<file path="config.mk">
export PLATFORM = sky130hd
export DESIGN_NAME = nmea_sentence_receiver_core
export DESIGN_NICKNAME = d
export VERILOG_FILES = /design/src/hdl/nsr_pkg.sv /design/src/hdl/nsr_front.sv /design/src/hdl/nsr_queue.sv /design/src/hdl/nsr_back.sv /design/src/hdl/nmea_sentence_receiver_core.sv
export VERILOG_INCLUDE_DIRS = /design/src /design/src/hdl
export SDC_FILE = /design/constraint.sdc
export NUM_CORES = 1
export LEC_CHECK = 0
export BUFFER_PORTS_ARGS = -buffer_cell sky130_fd_sc_hd__buf_2
export CAP_MARGIN = 10
export CORE_MARGIN = 1
export CORE_UTILIZATION = 58
export CTS_CLUSTER_DIAMETER = 100
export DETAILED_ROUTE_END_ITERATION = 10
export GPL_TIMING_DRIVEN = 0
export PLACE_DENSITY_LB_ADDON = 0.12
export SYNTH_ARGS = -nofsm -noshare
export SYNTH_HDL_FRONTEND = slang
export SYNTH_SLANG_ARGS = --single-unit
</file>
<file path="constraint.sdc">
create_clock -name clk -period 4.22 [get_ports clk]
set_clock_uncertainty 0.05 [all_clocks]
set_input_delay 0.844 -clock clk [delete_from_list [all_inputs] [get_ports clk]]
set_output_delay 0.844 -clock clk [all_outputs]
set_load 0.005 [all_outputs]
</file>
<file path="src/hdl/nmea_sentence_receiver_core_assert.svh">
// Assertion macros for the NMEA sentence receiver core.
`ifndef NMEA_SENTENCE_RECEIVER_CORE_ASSERT_SVH
`define NMEA_SENTENCE_RECEIVER_CORE_ASSERT_SVH
`ifndef SYNTHESIS
`define NSR_ASSERT(label, prop) \
    label: assert property (@(posedge clk) disable iff (!rst_n) (prop)) \
        else $error("nsr assertion failed");
`define NSR_ASSERT_IMPL(label, ante, cons) \
    label: assert property (@(posedge clk) disable iff (!rst_n) (ante) |-> (cons)) \
        else $error("nsr implication failed");
`else
`define NSR_ASSERT(label, prop)
`define NSR_ASSERT_IMPL(label, ante, cons)
`endif
`endif

</file>
<file path="src/hdl/nsr_pkg.sv">
// Shared types and constants of the NMEA sentence receiver.
`timescale 1ns / 1ps
package nsr_pkg;

    localparam int MAX_FIELDS  = 15;
    localparam int FIELD_CHARS = 16;

    localparam logic [7:0] CH_DOLLAR  = 8'h24;
    localparam logic [7:0] CH_COMMA   = 8'h2C;
    localparam logic [7:0] CH_STAR    = 8'h2A;
    localparam logic [7:0] CH_ZERO    = 8'h30;
    localparam logic [7:0] CH_UPPER_A = 8'h41;
    localparam logic [7:0] CH_LOWER_A = 8'h61;

    typedef enum logic [1:0] {
        EV_CHAR      = 2'd0,
        EV_FIELD_END = 2'd1,
        EV_DONE      = 2'd2,
        EV_ABORT     = 2'd3
    } event_kind_t;

    typedef enum logic [1:0] {
        CLS_OTHER  = 2'd0,
        CLS_DOLLAR = 2'd1,
        CLS_COMMA  = 2'd2,
        CLS_STAR   = 2'd3
    } byte_class_t;

    typedef struct packed {
        logic [7:0]  data;
        byte_class_t cls;
        logic [3:0]  hex_val;
        logic        hex_bad;
    } item_t;

    typedef struct packed {
        logic full;
        logic empty;
    } queue_status_t;

    typedef struct packed {
        event_kind_t kind;
        logic [3:0]  field_index;
        logic [3:0]  char_pos;
        logic [7:0]  char_value;
        logic [3:0]  field_count;
        logic        checksum_ok;
        logic [7:0]  computed_sum;
        logic [7:0]  received_sum;
    } result_t;

endpackage

</file>
<file path="src/hdl/nsr_front.sv">
// Input side: accepts bytes, classifies them and decodes hex digits.
`timescale 1ns / 1ps
module nsr_front (
    input  logic                  s_tvalid,
    output logic                  s_tready,
    input  logic [7:0]            s_tdata,   // rx_byte
    input  nsr_pkg::queue_status_t q_status,
    output logic                  push,
    output nsr_pkg::item_t        push_item
);
    import nsr_pkg::*;

    logic [7:0] c;
    logic [7:0] diff;

    assign c        = s_tdata;
    assign s_tready = !q_status.full;
    assign push     = s_tvalid && s_tready;

    always_comb
    begin
        push_item.data    = c;
        push_item.hex_bad = 1'b0;
        diff              = 8'd0;
        if (c inside {[CH_ZERO : CH_ZERO + 8'd9]})
        begin
            diff = c - CH_ZERO;
        end
        else if (c inside {[CH_UPPER_A : CH_UPPER_A + 8'd5]})
        begin
            diff = c - CH_UPPER_A + 8'd10;
        end
        else if (c inside {[CH_LOWER_A : CH_LOWER_A + 8'd5]})
        begin
            diff = c - CH_LOWER_A + 8'd10;
        end
        else
        begin
            push_item.hex_bad = 1'b1;
        end
        push_item.hex_val = diff[3:0];

        case (c)
            CH_DOLLAR: push_item.cls = CLS_DOLLAR;
            CH_COMMA:  push_item.cls = CLS_COMMA;
            CH_STAR:   push_item.cls = CLS_STAR;
            default:   push_item.cls = CLS_OTHER;
        endcase
    end

endmodule

</file>
<file path="src/hdl/nsr_queue.sv">
// Two-entry queue between the classifier and the sentence engine.
`timescale 1ns / 1ps
module nsr_queue (
    input  logic                   clk,
    input  logic                   rst_n,
    input  logic                   push,
    input  nsr_pkg::item_t         push_item,
    input  logic                   pop,
    output nsr_pkg::item_t         head_item,
    output nsr_pkg::queue_status_t q_status
);
    import nsr_pkg::*;

    item_t      entry_reg [2];
    logic       wr_ptr_reg, wr_ptr_next;
    logic       rd_ptr_reg, rd_ptr_next;
    logic [1:0] count_reg, count_next;

    assign head_item      = entry_reg[rd_ptr_reg];
    assign q_status.full  = (count_reg == 2'd2);
    assign q_status.empty = (count_reg == 2'd0);

    always_comb
    begin
        wr_ptr_next = push ? !wr_ptr_reg : wr_ptr_reg;
        rd_ptr_next = pop ? !rd_ptr_reg : rd_ptr_reg;
        count_next  = count_reg + {1'b0, push} - {1'b0, pop};
    end

    always_ff @(posedge clk or negedge rst_n)
    begin
        if (!rst_n)
        begin
            wr_ptr_reg <= 1'b0;
            rd_ptr_reg <= 1'b0;
            count_reg  <= 2'd0;
        end
        else
        begin
            wr_ptr_reg <= wr_ptr_next;
            rd_ptr_reg <= rd_ptr_next;
            count_reg  <= count_next;
        end
    end

    always_ff @(posedge clk)
    begin
        if (push)
        begin
            entry_reg[wr_ptr_reg] <= push_item;
        end
    end

endmodule

</file>
<file path="src/hdl/nsr_back.sv">
// Sentence engine: parse state, checksum and registered result output.
`timescale 1ns / 1ps
module nsr_back #(
    parameter int MAX_FIELDS  = nsr_pkg::MAX_FIELDS,
    parameter int FIELD_CHARS = nsr_pkg::FIELD_CHARS
) (
    input  logic                   clk,
    input  logic                   rst_n,
    input  logic                   require_checksum,
    input  nsr_pkg::item_t         head_item,
    input  nsr_pkg::queue_status_t q_status,
    output logic                   pop,
    output logic                   m_tvalid,
    input  logic                   m_tready,
    output nsr_pkg::result_t       result
);
    import nsr_pkg::*;

    typedef enum logic [3:0] {
        MODE_IDLE     = 4'b0001,
        MODE_OPEN     = 4'b0010,
        MODE_SUM_HIGH = 4'b0100,
        MODE_SUM_LOW  = 4'b1000
    } mode_t;

    mode_t      mode_reg, mode_next;
    logic [7:0] running_sum_reg, running_sum_next;
    logic [3:0] sum_high_reg, sum_high_next;
    logic [3:0] field_number_reg, field_number_next;
    logic [3:0] char_count_reg, char_count_next;
    logic       sum_bad_reg, sum_bad_next;
    logic       out_valid_reg, out_valid_next;
    result_t    out_reg;

    logic       take;
    logic       res_valid;
    result_t    res;
    logic [7:0] recv;
    logic       ok;

    assign take     = !q_status.empty && (!out_valid_reg || m_tready);
    assign pop      = take;
    assign m_tvalid = out_valid_reg;
    assign result   = out_reg;

    always_comb
    begin
        mode_next         = mode_reg;
        running_sum_next  = running_sum_reg;
        sum_high_next     = sum_high_reg;
        field_number_next = field_number_reg;
        char_count_next   = char_count_reg;
        sum_bad_next      = sum_bad_reg;
        res_valid         = 1'b0;
        res               = '0;
        recv              = {sum_high_reg, head_item.hex_val};
        ok                = !(sum_bad_reg || head_item.hex_bad) && (recv == running_sum_reg);

        if (take)
        begin
            if (head_item.cls == CLS_DOLLAR)
            begin
                mode_next         = MODE_OPEN;
                running_sum_next  = 8'd0;
                sum_high_next     = 4'd0;
                field_number_next = 4'd0;
                char_count_next   = 4'd0;
                sum_bad_next      = 1'b0;
            end
            else
            begin
                case (mode_reg)
                    MODE_OPEN:
                    begin
                        res.field_index = field_number_reg;
                        res.char_pos    = char_count_reg;
                        res_valid       = 1'b1;
                        if (head_item.cls == CLS_COMMA)
                        begin
                            running_sum_next = running_sum_reg ^ head_item.data;
                            if ({1'b0, field_number_reg} + 5'd1 >= 5'(MAX_FIELDS))
                            begin
                                mode_next = MODE_IDLE;
                                res.kind  = EV_ABORT;
                            end
                            else
                            begin
                                field_number_next = field_number_reg + 4'd1;
                                char_count_next   = 4'd0;
                                res.kind          = EV_FIELD_END;
                            end
                        end
                        else if (head_item.cls == CLS_STAR)
                        begin
                            field_number_next = field_number_reg + 4'd1;
                            mode_next         = MODE_SUM_HIGH;
                            res.kind          = EV_FIELD_END;
                        end
                        else
                        begin
                            running_sum_next = running_sum_reg ^ head_item.data;
                            if ({1'b0, char_count_reg} < 5'(FIELD_CHARS - 1))
                            begin
                                char_count_next = char_count_reg + 4'd1;
                                res.kind        = EV_CHAR;
                                res.char_value  = head_item.data;
                            end
                            else
                            begin
                                mode_next = MODE_IDLE;
                                res.kind  = EV_ABORT;
                            end
                        end
                    end
                    MODE_SUM_HIGH:
                    begin
                        sum_high_next = head_item.hex_val;
                        sum_bad_next  = head_item.hex_bad;
                        mode_next     = MODE_SUM_LOW;
                    end
                    MODE_SUM_LOW:
                    begin
                        mode_next        = MODE_IDLE;
                        res_valid        = 1'b1;
                        res.kind         = (require_checksum && !ok) ? EV_ABORT : EV_DONE;
                        res.field_count  = field_number_reg;
                        res.checksum_ok  = ok;
                        res.computed_sum = running_sum_reg;
                        res.received_sum = recv;
                    end
                    MODE_IDLE:
                    begin
                        mode_next = MODE_IDLE;
                    end
                    default:
                    begin
                        mode_next = MODE_IDLE;
                    end
                endcase
            end
        end

        if (take && res_valid)
        begin
            out_valid_next = 1'b1;
        end
        else if (m_tready)
        begin
            out_valid_next = 1'b0;
        end
        else
        begin
            out_valid_next = out_valid_reg;
        end
    end

    always_ff @(posedge clk or negedge rst_n)
    begin
        if (!rst_n)
        begin
            mode_reg         <= MODE_IDLE;
            running_sum_reg  <= 8'd0;
            sum_high_reg     <= 4'd0;
            field_number_reg <= 4'd0;
            char_count_reg   <= 4'd0;
            sum_bad_reg      <= 1'b0;
            out_valid_reg    <= 1'b0;
        end
        else
        begin
            mode_reg         <= mode_next;
            running_sum_reg  <= running_sum_next;
            sum_high_reg     <= sum_high_next;
            field_number_reg <= field_number_next;
            char_count_reg   <= char_count_next;
            sum_bad_reg      <= sum_bad_next;
            out_valid_reg    <= out_valid_next;
        end
    end

    always_ff @(posedge clk)
    begin
        if (take && res_valid)
        begin
            out_reg <= res;
        end
    end

endmodule

</file>
<file path="src/hdl/nmea_sentence_receiver_core.sv">
// Top level of the NMEA 0183 sentence receiver.
//
//   channel   dir  width  content
//   s_*       in   8      rx_byte per transfer
//   m_*       out  40+2   one event per transfer (kind in tuser)
//   cfg_*     in   1      require_checksum
//
// One byte per cycle while m_tready is high; the engine updates its mode and
// counters once per byte. A byte passes through the queue entry, then the
// output register. A two-entry queue lets input keep flowing for two bytes
// while m_tready is low. Reset clears all parse state and the config bit.
`timescale 1ns / 1ps
`include "nmea_sentence_receiver_core_assert.svh"
module nmea_sentence_receiver_core #(
    parameter int MAX_FIELDS  = nsr_pkg::MAX_FIELDS,
    parameter int FIELD_CHARS = nsr_pkg::FIELD_CHARS
) (
    input  logic        clk,
    input  logic        rst_n,
    input  logic        s_tvalid,
    output logic        s_tready,
    input  logic [7:0]  s_tdata,   // [7:0] rx_byte
    output logic        m_tvalid,
    input  logic        m_tready,
    output logic [39:0] m_tdata,   // field_index, char_pos, char_value, field_count,
                                   // checksum_ok, computed_sum, received_sum, zero pad
    output logic [1:0]  m_tuser,   // event_kind
    input  logic        cfg_valid,
    output logic        cfg_ready,
    input  logic        cfg_data   // require_checksum
);
    import nsr_pkg::*;

    logic          require_checksum_reg, require_checksum_next;
    queue_status_t q_status;
    logic          push;
    logic          pop;
    item_t         push_item;
    item_t         head_item;
    result_t       result;

    assign cfg_ready             = 1'b1;
    assign require_checksum_next = (cfg_valid && cfg_ready) ? cfg_data : require_checksum_reg;

    always_ff @(posedge clk or negedge rst_n)
    begin
        if (!rst_n)
        begin
            require_checksum_reg <= 1'b0;
        end
        else
        begin
            require_checksum_reg <= require_checksum_next;
        end
    end

    nsr_front u_front (
        .s_tvalid  (s_tvalid),
        .s_tready  (s_tready),
        .s_tdata   (s_tdata),
        .q_status  (q_status),
        .push      (push),
        .push_item (push_item)
    );

    nsr_queue u_queue (
        .clk       (clk),
        .rst_n     (rst_n),
        .push      (push),
        .push_item (push_item),
        .pop       (pop),
        .head_item (head_item),
        .q_status  (q_status)
    );

    nsr_back #(
        .MAX_FIELDS  (MAX_FIELDS),
        .FIELD_CHARS (FIELD_CHARS)
    ) u_back (
        .clk              (clk),
        .rst_n            (rst_n),
        .require_checksum (require_checksum_reg),
        .head_item        (head_item),
        .q_status         (q_status),
        .pop              (pop),
        .m_tvalid         (m_tvalid),
        .m_tready         (m_tready),
        .result           (result)
    );

    assign m_tuser = result.kind;
    assign m_tdata = {3'b000, result.received_sum, result.computed_sum, result.checksum_ok,
                      result.field_count, result.char_value, result.char_pos,
                      result.field_index};

    `NSR_ASSERT(a_pop_not_empty, !(pop && q_status.empty))
    `NSR_ASSERT_IMPL(a_char_clean, m_tvalid && m_tuser == EV_CHAR, m_tdata[39:16] == 24'd0)
    `NSR_ASSERT_IMPL(a_done_clean, m_tvalid && m_tuser == EV_DONE, m_tdata[15:0] == 16'd0)

endmodule
</file>
**Yosys cells after proc, flatten, opt, wreduce, memory -nomap -nowiden**

Memory sizes are Yosys's and may differ from the RTL's.
Index checks and enable logic that the tools add are counted.
Widths: inputs -> output; s select.

- Add/subtract/negate cells: 10
- Multipliers: 0
- Div/mod/pow operators: 0
- $lt $le $gt $ge: 8
- Equal/unequal tests: 15
- Shift operators: 0
- Multiplexer cells: 45
- Bitwise operators: 5
- Reduce and logical (&&, ||, !) cells: 33

Operator list:

| operator | number |
|---|---|
| $mux 4 | 21 |
| $mux 8 | 4 |
| $eq 8x6->1 const B | 3 |
| $ge 8x7->1 const B | 2 |
| $le 8x7->1 const B | 2 |
| $mux 1 | 13 |
| $sub 4x1->4 const B | 3 |
| $add 4x1->4 const B | 2 |
| $add 4x4->4 const B | 2 |
| $eq 8x8->1 | 1 |
| $ge 8x6->1 const B | 1 |
| $le 8x6->1 const B | 1 |
| $logic_and 1x1->1 | 8 |
| $mux 2 | 4 |
| $pmux 4 s2 | 1 |
| $xor 8x8->8 | 1 |
| $logic_not 1->1 | 7 |
| $eq 2x2->1 const B | 3 |
| $pmux 2 s3 | 1 |
| $reduce_and 3->1 | 2 |
| $reduce_bool 2->1 | 3 |
| $reduce_bool 3->1 | 2 |
| $reduce_or 3->1 | 2 |
| $reduce_or 6->1 | 1 |
| other kinds (21) | 26 |

- Register bits after elaboration: 70
- Bits in latches: 0
- Bits in writable memories: 30
- Memory bits (read-only): 0
- Input port bits: 14
- Output and inout bits: 45
- Logic and storage cells: 136
- Memories: 1

Memory list:

| name | words | width | read ports | clocked after Yosys merged registers in | wr ports | line | text |
|---|---|---|---|---|---|---|---|
| u_queue.entry_reg | 2 | 15 | 1 | 0 | 1 | nsr_queue.sv:14 | `item_t entry_reg [2];` |

**Depth between registers and ports, before layout**

Gate-level depths: netlist of run 1.
An unclocked memory read counts as a cell.

- Word-level depth: 8
- Gate-level depth with buffers: 8
- Gate-level depth less buffers: 8

**Hierarchy**

A second synthesis of run 1 with hierarchy kept.

- Cells, all modules: 388
- Area, all modules: 4,850.9 sq um

Modules (own cells, without submodules):

| module | instances | cells each | area each (sq um) |
|---|---|---|---|
| nsr_back | 1 | 276 | 3,124.2 |
| nsr_queue | 1 | 62 | 1,331.3 |
| nsr_front | 1 | 42 | 317.8 |
| nmea_sentence_receiver_core | 1 | 8 | 77.6 |

**Worst setup path after synthesis of run 1**

Ideal clock, no wire load.

- Path kind: register to register
- Start point: register u_queue.rd_ptr_reg
- End point: register u_back.out_reg, in the netlist u_back.result[0], enable pin
- Data arrival time: 2,567 ps
- Slack: 1,206 ps
- Cell stages (with the launch flop): 8
- Buffers on the path: 1
- Cell sequence: dfrtp_1 -> buf_6 -> mux2i_2 -> inv_1 -> ha_1 -> nor2_1 -> nand4b_1 -> nand2_1

- Cells in the longest elaborated chain, start to end: 5

Ends and longest elaborated chain:

| what | line | text |
|---|---|---|
| from (decl) | nsr_queue.sv:16 | `logic rd_ptr_reg, rd_ptr_next;` |
| from (signal assigned) | nsr_queue.sv:41 | `rd_ptr_reg <= rd_ptr_next;` |
| $mem_v2 2x15 | - |  |
| $eq 2x1->1 | nsr_back.sv:61 | `if (head_item.cls == CLS_DOLLAR)` |
| $mux 1 | nsr_back.sv:61 |  |
| $mux 1 | nsr_back.sv:59 | `if (take)` |
| $logic_and 1x1->1 | nsr_back.sv:183 | `if (take && res_valid)` |
| to (signal assigned) | nsr_back.sv:185 | `out_reg <= res;` |
| to (decl) | nsr_back.sv:33 | `result_t out_reg;` |

Every way passes these cells.
A chain may end at the register's enable or synchronous reset.

**Worst setup path after layout of run 1**

- Start point: register u_queue.rd_ptr_reg
- End point: register u_back.out_reg, in the netlist u_back.result[26], enable pin

Same word-level chain as after synthesis.

==> results.md, run 1 <==
- Status: complete, no violations
- Reg clk slew, reported paths: 0.09 ns
- Max-slew headroom: 0.4189
- Worst Hold End: u_queue.wr_ptr_reg
- Reg2reg end: u_back.result[26]
- Crit path cell chain: buf_6 -> mux2i_2 -> inv_1 -> ha_1 -> nor2_1 -> nand4b_1 -> nand2_2
- Setup violation total in the final timing report: 0
- Top cells by count, synth: 69 x edfxtp_1, 32 x nor2_1, 30 x dfrtp_1, 23 x nand2_1
- Hold_sp: u_queue.wr_ptr_reg
- Pin count of the biggest net entering global routing: 40
- Reg-to-reg setup timing slack: 0.84 ns
- Largest cells by area after synthesis: edfxtp_1 44%, dfrtp_1 16%, mux2i_1 4.5%
- Final #Nets: 462
- Buf+Inv Stages, Crit Path: 2
- Crit-path max FO: 39
- Design area: 0.005363 sq mm
- Num CTS Buffers: 9
- Non-Filler Instances: 540
- Core Footprint: 0.007767 sq mm
- Main synth FF type: edfxtp_1
- # rows: 32
- Critical Path RT: 4.16 ns
- Post-cts hold buffer count: 0
- Worst setup EP type: flip-flop
- Die H: 91.81 microns
- DR WL/cell: 16.10 microns
- Power per cell area: 672.1 mW/mm^2
- Area Overhead vs Synth: 14.63%
- FF-to-FF Start: u_queue.rd_ptr_reg
- Hold Path Stages: 1
- Post-CTS Setup Inserts: 0
- Total power draw: 3.604 mW
- Initial Utilization: 0.6023
- Path depth of the worst reg2reg path: 7
- Max-cap violations: 0
- WL final: 8696 microns
- Initial drt markers: 117
- Die area: 0.008429 sq mm
- Largest stage delay on the critical path: 0.83 ns
- Total track usage: 0.2226
- Post-synthesis adder-cell area fraction: 0.04012
- Htree depth: 3
- CP Launch Type: flip-flop
- CTS Buffer Depth: 2
- Post-Syn Area: 0.004678 sq mm
- Tightest Pin Transition: 0.8685 ns
- Antenna Cells: 0
- Post-Synth XOR/XNOR Area: 0.02434
- Fin crit share: 0.8019
- Clk root buf: clkbuf_8
- Fin Setup TNS: 0 ns
- Cell at the slowest stage of the critical path: nand2_2
- Die Width: 91.81 microns
- Crit path time final: 3.384 ns
- Placed cell count: 523
- Detailed Routing Iterations Pass 1: 4
- Async set-or-reset flop fraction in the synthesized netlist: 0.3100
- Sequential-to-total area share from yosys stat: 0.6090
- First-pass GRT wire length: 14430 microns
- Slew Viols, Final: 0
- GPL Wtd Cong: 0.8400
- Delay-heaviest family, CP: simple AND/OR/NAND/NOR gates
- Post-cts resize count: 0
- Overflow after GRT: 0
- RSZ-0062 raised after global routing: false
- Pleak: 2.278 nW
- Clock latency on the worst-skew pair: 0.36 ns
- Initial antenna violation count: 0
- Peak supply drop: 0.4282 mV
- Final Hold Viols: 0
- Achievable frequency: 295.5 MHz
- Main combinational cell family by area after synthesis: simple AND/OR/NAND/NOR gates
- EDFF count, synth: 69
- Simple-Gate Fraction of Synth Area: 0.1308
- CP Class: flip-flop to flip-flop
- Detail Route Antenna Nets: 0
- Vias post-DR: 3025
- Synth Area in Compound Gates: 0.09254
- DPL Wire Length: 6109 microns
- Sink Count: 100
- Dpl cell area: 0.005086 sq mm
- Synth Register Bits: 100
- Vias in the first global route: 2987
- Distinct cells, synth: 56
- Top-area cell type share of the netlist area: 0.4429
- Synth Instances: 365
- Mean Syn Cell Area: 12.82 sq um
- Max reg flops: 39
- CTS tree: built
- Final Util: 0.6904
- Portion of netlist area occupied by mux cells: 0.06392
- DRC: 0
- Top-count cell post-synth: edfxtp_1
- Yosys warns: 0
- Worst min path class: flip-flop to flip-flop
- Yosys top cell by area: edfxtp_1
- Share of cells above drive strength 1: 0.2329
- I/O Buffers: 54
- Ports: 59
- Crit path DAT: 3.33 ns
- Via/cell ratio: 5.602
-- report_power, final --
group,internal (mW),total (mW),switching (mW)
logic,0.513,1.30,0.785
registers,1.36,1.52,0.168
clock network,0.456,0.782,0.325
-- worst max path at each step --
stage / from / to / slack, ns / cells past startpoint
detailed placement: u_queue.rd_ptr_reg / u_back.result[22] / 0.89 / 7
finish: u_queue.rd_ptr_reg / u_back.result[26] / 0.84 / 7
floorplan: u_queue.rd_ptr_reg / u_back.result[0] / 1.21 / 7
global route: u_queue.rd_ptr_reg / u_back.result[4] / 0.54 / 7
global placement: m_tready / u_back.result[26] / 0.46 / 6
CTS: u_queue.rd_ptr_reg / u_back.result[8] / 0.85 / 7
-- final cells by class --
| type | instances | area (sq um) |
|---|---|---|
| clock buffers | 10 | 127.6 |
| inverters | 20 | 75.07 |
| well taps | 102 | 127.6 |
| repair buffers | 55 | 281.5 |
| clock inverters | 6 | 137.6 |
| flip-flops and latches | 100 | 2849 |
| plain buffers | 17 | 101.3 |
| multi-input cells | 230 | 1663 |
| fillers | 597 | 2405 |
-- kinds of logic (layout without fill, tap and decap cells) --
| group | Yosys count | in the layout |
|---|---|---|
| fa+ha+maj | 15 | 15 |
| mux | 28 | 28 |
| buf+inv | 37 | 108 |
| flops | 100 | 100 |
| compound gates | 55 | 55 |
| other cells | 2 | 4 |
| xor+xnor | 13 | 13 |
| simple gates | 115 | 115 |
-- through the flow --
step           hold WS [ns]  setup WS (ns)
6_report             0.4453         0.8362
5_1_grt              0.4839         0.5366
4_1_cts              0.4469         0.8458
3_5_place_dp         0.4299         0.8926
3_3_place_gp         0.4260         0.4552
2_1_floorplan        0.4108          1.206
-- routing by layer --
layer	GRT usage	vias to the layer above	wire (microns)
li1	-	1449	-
met1	0.3052	1483	4005
met2	0.3590	80	4166
met3	0.03317	13	343
met4	0.09245	0	180
met5	0	-	0
-- layout by cell type (no fill, tap or decap), types with 5 or more instances in the layout --
| master | Yosys | final |
|---|---|---|
| edfxtp_1 | 69 | 69 |
| buf_2 | 3 | 57 |
| nor2_1 | 32 | 32 |
| dfrtp_1 | 30 | 30 |
| nand2_1 | 23 | 22 |
| and2_1 | 21 | 21 |
| mux2i_1 | 21 | 21 |
| inv_1 | 18 | 18 |
| ha_1 | 15 | 15 |
| nor3_1 | 10 | 10 |
| clkbuf_8 | 0 | 9 |
| a22o_1 | 8 | 8 |
| xnor2_1 | 8 | 8 |
| o21ai_1 | 8 | 8 |
| clkbuf_1 | 6 | 7 |
| nand3_1 | 6 | 6 |
| and3_1 | 6 | 6 |
| o21ai_0 | 5 | 5 |
| buf_4 | 5 | 5 |
| xor2_1 | 5 | 5 |
No activity file was read; power rests on OpenSTA's default activity.
==> inputs of run 2 (changes only) <==
- CORE_UTILIZATION: 58 -> 52
- clock period: 4.22 -> 3.1 ns (I/O delays scaled with it)
==> run 2 against run 1 <==
  * Critical path depth is the same
  * First-iteration DRC count is 85% higher
  * Largest power group unchanged
  * Design area decreased by 0.26%
  * Global-route usage is 3.4 points lower
  * Register-to-register slack worse by 0.39 ns
  * Cell count is 1.9% higher
  * Flip-flop and latch count unchanged
  * Largest cell class unchanged
  * Sequential power is 36% higher
  * Via count shrank 1.6%
  * Die area is 11% higher
  * Total power increased by 30%
  * Sequential share of layout area grew 0.14 points
  * Critical path type unchanged
  * Critical endpoint is now u_back.result[25]
==> results.md, run 2 (synthesis gave the netlist of run 1 again) <==
- Post-cts hold buffer count: 0 (unchanged)
- Pint: 2.925 mW (+26%)
- Tightest Pin Transition: 0.7594 ns (-0.1092 ns)
- Area Overhead vs Synth: 14.34%
- Final Util: 0.6133 (-0.07706)
- Setup violation total in the final timing report: 0 (unchanged)
- Clk root buf: clkbuf_8
- Vias post-DR: 2977 (-1.6%)
- Share of cells above drive strength 1: 0.2421 (+0.009205)
- Seq pwr share: 0.441 (+0.018)
- Crit path time final: 2.654 ns (-0.7298 ns)
- Sink Count: 100 (unchanged)
- Die Width: 96.85 microns (+5.5%)
- Vias in the first global route: 2768 (-7.3%)
- Final Hold Viols: 0 (unchanged)
- I/O Buffers: 54 (unchanged)
- Num CTS Buffers: 9 (unchanged)
- Initial drt markers: 216 (+85%)
- Clock Power Share: 0.178 (-0.039)
- Multi-input logic area: 0.001677 sq mm (+0.83%)
- Final #Nets: 466 (+0.87%)
- Die area: 0.009380 sq mm (+11%)
- Status: complete, no violations
- Worst setup EP type: flip-flop
- Die H: 96.85 microns (+5.5%)
- Most frequent cells in the layout: 69 x edfxtp_1, 57 x buf_2, 32 x nor2_1
- WL final: 8530 microns (-1.9%)
- CP Class: flip-flop to flip-flop
- Pre-CTS setup slack: -0.3244 ns (-1.217 ns)
- Antenna Cells: 0 (unchanged)
- Comb power frac: 0.381 (+0.021)
- Worst min path class: input pin to asynchronous set/reset pin
- Power per cell area: 873.4 mW/mm^2 (+30%)
- First-pass GRT wire length: 13850 microns (-4.0%)
- Overflow after GRT: 0 (unchanged)
- Initial Utilization: 0.5364 (-0.06585)
- Reg clk slew, reported paths: 0.09 ns (about the same)
- Fin worst setup slack: 0.4460 ns (-0.3902 ns)
- Critical Path RT: 3.09 ns (-1.07 ns)
- FF/Latch Area: 0.002849 sq mm (unchanged)
- Max-slew headroom: 0.4938 (+0.07482)
- DRC: 0 (unchanged)
- Slew Viols, Final: 0 (unchanged)
- GPL Wtd Cong: 0.7910 (-5.8%)
- Most common cell after layout, fill and taps aside: edfxtp_1
- Switching pwr: 1.747 mW (+37%)
- Detail Route Antenna Nets: 0 (unchanged)
- Sw Ratio: 0.3740 (+0.01945)
- # rows: 34 (+6.3%)
- DPL Wire Length: 6008 microns (-1.7%)
- Via/cell ratio: 5.413 (-3.4%)
- Core Footprint: 0.008721 sq mm (+12%)
- Crit path DAT: 2.64 ns (-0.69 ns)
- Design area: 0.005349 sq mm (-0.26%)
- DR WL/cell: 15.51 microns (-3.7%)
- Peak supply drop: 0.4792 mV (+12%)
- Crit-path max FO: 39 (unchanged)
- Max-cap violations: 0 (unchanged)
- Dpl cell area: 0.005105 sq mm (+0.37%)
- Filler cells: 705 (+18%)
- Htree depth: 3 (unchanged)
- Clock latency on the worst-skew pair: 0.36 ns (about the same)
- Ports: 59 (unchanged)
- Pin count of the biggest net entering global routing: 40 (unchanged)
- RSZ-0062 raised after global routing: false
- Initial antenna violation count: 0 (unchanged)
- Fin crit share: 0.8561 (+0.05429)
- CTS tree: built
- CTS Buffer Depth: 2 (unchanged)
- Max reg flops: 39 (unchanged)
- Detailed Routing Iterations Pass 1: 4 (unchanged)
- Achievable frequency: 376.8 MHz (+27%)
- CP Launch Type: flip-flop
- Pleak: 2.263 nW (-0.69%)
- Total track usage: 0.1886 (-0.03398)
[run 2: per-layer routing]
layer | global-route usage | share of wire | vias up
met2 | 0.2969 | 0.47 | 75
met1 | 0.2670 | 0.47 | 1444
met4 | 0.06544 | 0.013 | 0
li1 | - | - | 1446
met3 | 0.03107 | 0.043 | 12
met5 | 0 | 0 | -
[run 2: worst paths after layout]
path | end | cells after the start | slack, ns | startpoint
max in group asynchronous | u_back.mode_reg[2] | 1 | 2.24 | rst_n
setup / recovery | u_back.result[25] | 7 | 0.45 | u_queue.rd_ptr_reg
hold / removal | u_queue.count_reg[0] | 1 | 0.28 | rst_n
min in group clk | u_queue.entry_reg[0][9] | 1 | 0.42 | s_tdata[2]
setup reg to reg | u_back.result[25] | 7 | 0.45 | u_queue.rd_ptr_reg
hold reg to reg | u_queue.wr_ptr_reg | 1 | 0.45 | u_queue.wr_ptr_reg
[run 2: critical path: stages (launching register included)]
cell     delay [ns]
dfrtp_1        0.35
buf_6          0.16
mux2i_2        0.34
inv_1          0.16
ha_1           0.29
nor2_1         0.27
nand2_1        0.31
nand2_8        0.35
[run 2: stage by stage]
stage	hold WS, ns	instances	TNS, ns	power [mW]
4_1_cts	0.2933	550	0	4.700
3_3_place_gp	0.4263	529	-29.60	3.806
3_5_place_dp	0.4399	530	-12.47	3.866
6_report	0.2783	550	0	4.672
2_1_floorplan	0.2744	367	0	3.346
5_1_grt	0.3209	550	0	4.958
[run 2: layout make-up]
class / count / share of cell area
flip-flops and latches: 100 / 0.5326
multi-input cells: 230 / 0.3135
repair buffers: 59 / 0.05825
well taps: 108 / 0.02526
clock buffers: 9 / 0.02316
plain buffers: 17 / 0.01895
clock inverters: 7 / 0.01427
inverters: 20 / 0.01404
[run 2: power by group through the flow]
stage / Sequential [mW] / Combinational (mW) / Clock [mW]
after floorplan: 2.06 / 1.28 / 0
after global placement: 2.09 / 1.71 / 0
after detailed placement: 2.10 / 1.77 / 0
after CTS: 2.07 / 1.79 / 0.843
after global routing: 2.11 / 1.95 / 0.901
final: 2.06 / 1.78 / 0.832
[run 2: what timing repair did]
| item | 4_1_cts | 5_1_grt |
|---|---|---|
| buffers inserted | 4 | 0 |
| gates resized for setup | 2 | 0 |
| setup endpoints to repair | 39 | 0 |
==> inputs of run 3 (changes only) <==
- PLACE_DENSITY_LB_ADDON: 0.12 -> 0.2
- SLEW_MARGIN: not set -> 20
==> run 3 against run 2 <==
  * Non-clock buffer count down 3
  * Total power down 0.48%
  * Worst setup slack worse by 0.030 ns
  * Clock-buffer cell count unchanged
  * Register-to-register slack worse by 0.03 ns
  * Clock power down 5.5%
  * Sequential power about the same
  * Critical path type unchanged
  * Critical endpoint is now u_back.result[7]
  * Highest routed layer unchanged
==> results.md, run 3 (synthesis gave the netlist of run 1 again) <==
- Via/cell ratio: 5.426 (+0.24%)
- Total track usage: 0.1942 (+0.005530)
- Reg-to-reg setup timing slack: 0.42 ns (-0.03 ns)
- Detailed Routing Iterations Pass 1: 4 (unchanged)
- Achievable frequency: 372.6 MHz (-1.1%)
- First-pass GRT wire length: 14240 microns (+2.8%)
- Initial antenna violation count: 0 (unchanged)
- CTS Buffer Depth: 2 (unchanged)
- Design area: 0.005314 sq mm (-0.65%)
- Reg clk slew, reported paths: 0.10 ns (about the same)
- Setup violation total in the final timing report: 0 (unchanged)
- Peak supply drop: 0.4452 mV (-7.1%)
- Crit path from: u_queue.rd_ptr_reg
- Fin crit share: 0.8659 (+0.009720)
- CTS tree: built
- Final #Nets: 463 (-0.64%)
- Num CTS Buffers: 9 (unchanged)
- DRC: 0 (unchanged)
- Most frequent cells in the layout: 69 x edfxtp_1, 57 x buf_2, 31 x nor2_1
- Final Hold Viols: 0 (unchanged)
- Vias in the first global route: 2857 (+3.2%)
- DPL Wire Length: 6195 microns (+3.1%)
- Filler cells: 700 (-0.71%)
- DR WL/cell: 16.08 microns (+3.7%)
- Clock latency on the worst-skew pair: 0.36 ns (about the same)
- Antenna Cells: 0 (unchanged)
- Status: complete, no violations
- Htree depth: 3 (unchanged)
- Die area: 0.009380 sq mm (unchanged)
- Crit path time final: 2.684 ns (+0.03013 ns)
- Power per cell area: 874.9 mW/mm^2 (+0.17%)
- Ports: 59 (unchanged)
- Path depth of the worst reg2reg path: 8 (+1)
- Worst min path class: input pin to asynchronous set/reset pin
- CP Launch Type: flip-flop
- CP Class: flip-flop to flip-flop
- WL final: 8794 microns (+3.1%)
- I/O Buffers: 54 (unchanged)
- Max-cap violations: 0 (unchanged)
- Initial drt markers: 141 (-35%)
- Detail Route Antenna Nets: 0 (unchanged)
- FF-to-FF Start: u_queue.rd_ptr_reg
- Multi-input logic area: 0.001670 sq mm (-0.37%)
- Slew Viols, Final: 0 (unchanged)
- Final Util: 0.6093 (-0.004017)
- Vias post-DR: 2968 (-0.30%)
- Die H: 96.85 microns (unchanged)
- Clk root buf: clkbuf_8
- Reg2reg end: u_back.result[7]
- Crit path DAT: 2.70 ns (+0.06 ns)
- Pin count of the biggest net entering global routing: 32 (-20%)
- Critical Path RT: 3.12 ns (+0.03 ns)
- GPL Wtd Cong: 0.7987 (+0.97%)
- RSZ-0062 raised after global routing: false
- Pleak: 2.250 nW (-0.57%)
- Sink Count: 100 (unchanged)
- Crit path to: u_back.result[7]
- Core Footprint: 0.008721 sq mm (unchanged)
- Tightest Pin Transition: 0.7731 ns (+0.01378 ns)
- FF/Latch Area: 0.002849 sq mm (unchanged)
- Area Overhead vs Synth: 13.59%
- Overflow after GRT: 0 (unchanged)
- Initial Utilization: 0.5364 (unchanged)
- Die Width: 96.85 microns (unchanged)
- # rows: 34 (unchanged)
- Most common cell after layout, fill and taps aside: edfxtp_1
- Post-cts hold buffer count: 0 (unchanged)
- Worst setup EP type: flip-flop
- Max-slew headroom: 0.4840 (-0.009739)
- Max reg flops: 39 (unchanged)
- Dpl cell area: 0.005116 sq mm (+0.22%)
- Hold slack: 0.2619 ns (-0.01640 ns)
- Share of cells above drive strength 1: 0.2369 (-0.005179)
- Crit-path max FO: 29 (-26%)
-- run 3: critical path: stages (launching register included) --
cell     delay (ns)
dfrtp_1        0.35
buf_6          0.15
mux2i_2        0.34
inv_1          0.16
ha_1           0.29
nor2_1         0.26
nand2_1        0.27
nand2_4        0.27
buf_12         0.22
-- run 3: worst min-delay path by stage --
| stage | to | depth (start not counted) | start | slack [ns] |
|---|---|---|---|---|
| 6_report | u_queue.wr_ptr_reg | 1 | rst_n | 0.26 |
| 5_1_grt | u_back.running_sum_reg[3] | 1 | rst_n | 0.31 |
| 4_1_cts | u_back.field_number_reg[1] | 1 | rst_n | 0.27 |
| 3_5_place_dp | u_back.sum_bad_reg | 1 | u_back.sum_bad_reg | 0.44 |
| 3_3_place_gp | u_queue.wr_ptr_reg | 1 | u_queue.wr_ptr_reg | 0.43 |
| 2_1_floorplan | require_checksum_reg | 0 | rst_n | 0.27 |
-- run 3: report_power, final --
part | switching [mW] | internal, mW | leakage (nW) | total [mW]
sequential | 0.226 | 1.84 | 1.04 | 2.07
combinational | 1.08 | 0.713 | 1.12 | 1.79
clock | 0.480 | 0.307 | 0.0948 | 0.786
total | 1.79 | 2.86 | 2.25 | 4.65
-- run 3: timing repair --
action                     4_1_cts  5_1_grt
setup endpoints to repair       29        0
buffers inserted                 1        0
gates resized for setup          1        0
-- run 3: metrics by stage --
| stage | TNS, ns | power [mW] | worst slack (ns) | instances |
|---|---|---|---|---|
| after floorplan | 0 | 3.346 | 0.08633 | 367 |
| after global placement | -28.17 | 3.794 | -0.7265 | 529 |
| after CTS | 0 | 4.679 | 0.4044 | 547 |
| after detailed placement | -1.186 | 3.890 | -0.04195 | 530 |
| final | 0 | 4.649 | 0.4158 | 547 |
| after global routing | 0 | 4.940 | 0.2517 | 547 |
-- run 3: area by class of cell --
cell class,count,area share
sequential,100,0.5361
clock buffer,9,0.02331
inverter,20,0.01413
multi-input combinational,230,0.3143
clock inverter,7,0.01154
timing repair buffer,56,0.05604
tap,108,0.02543
buffer,17,0.01907
-- run 3: metal layers --
layer,vias to the layer above,GRT usage,part of all wire
met5,-,0,0
met4,0,0.07118,0.014
met3,10,0.03179,0.036
met2,73,0.3109,0.47
met1,1434,0.2687,0.48
li1,1451,-,-
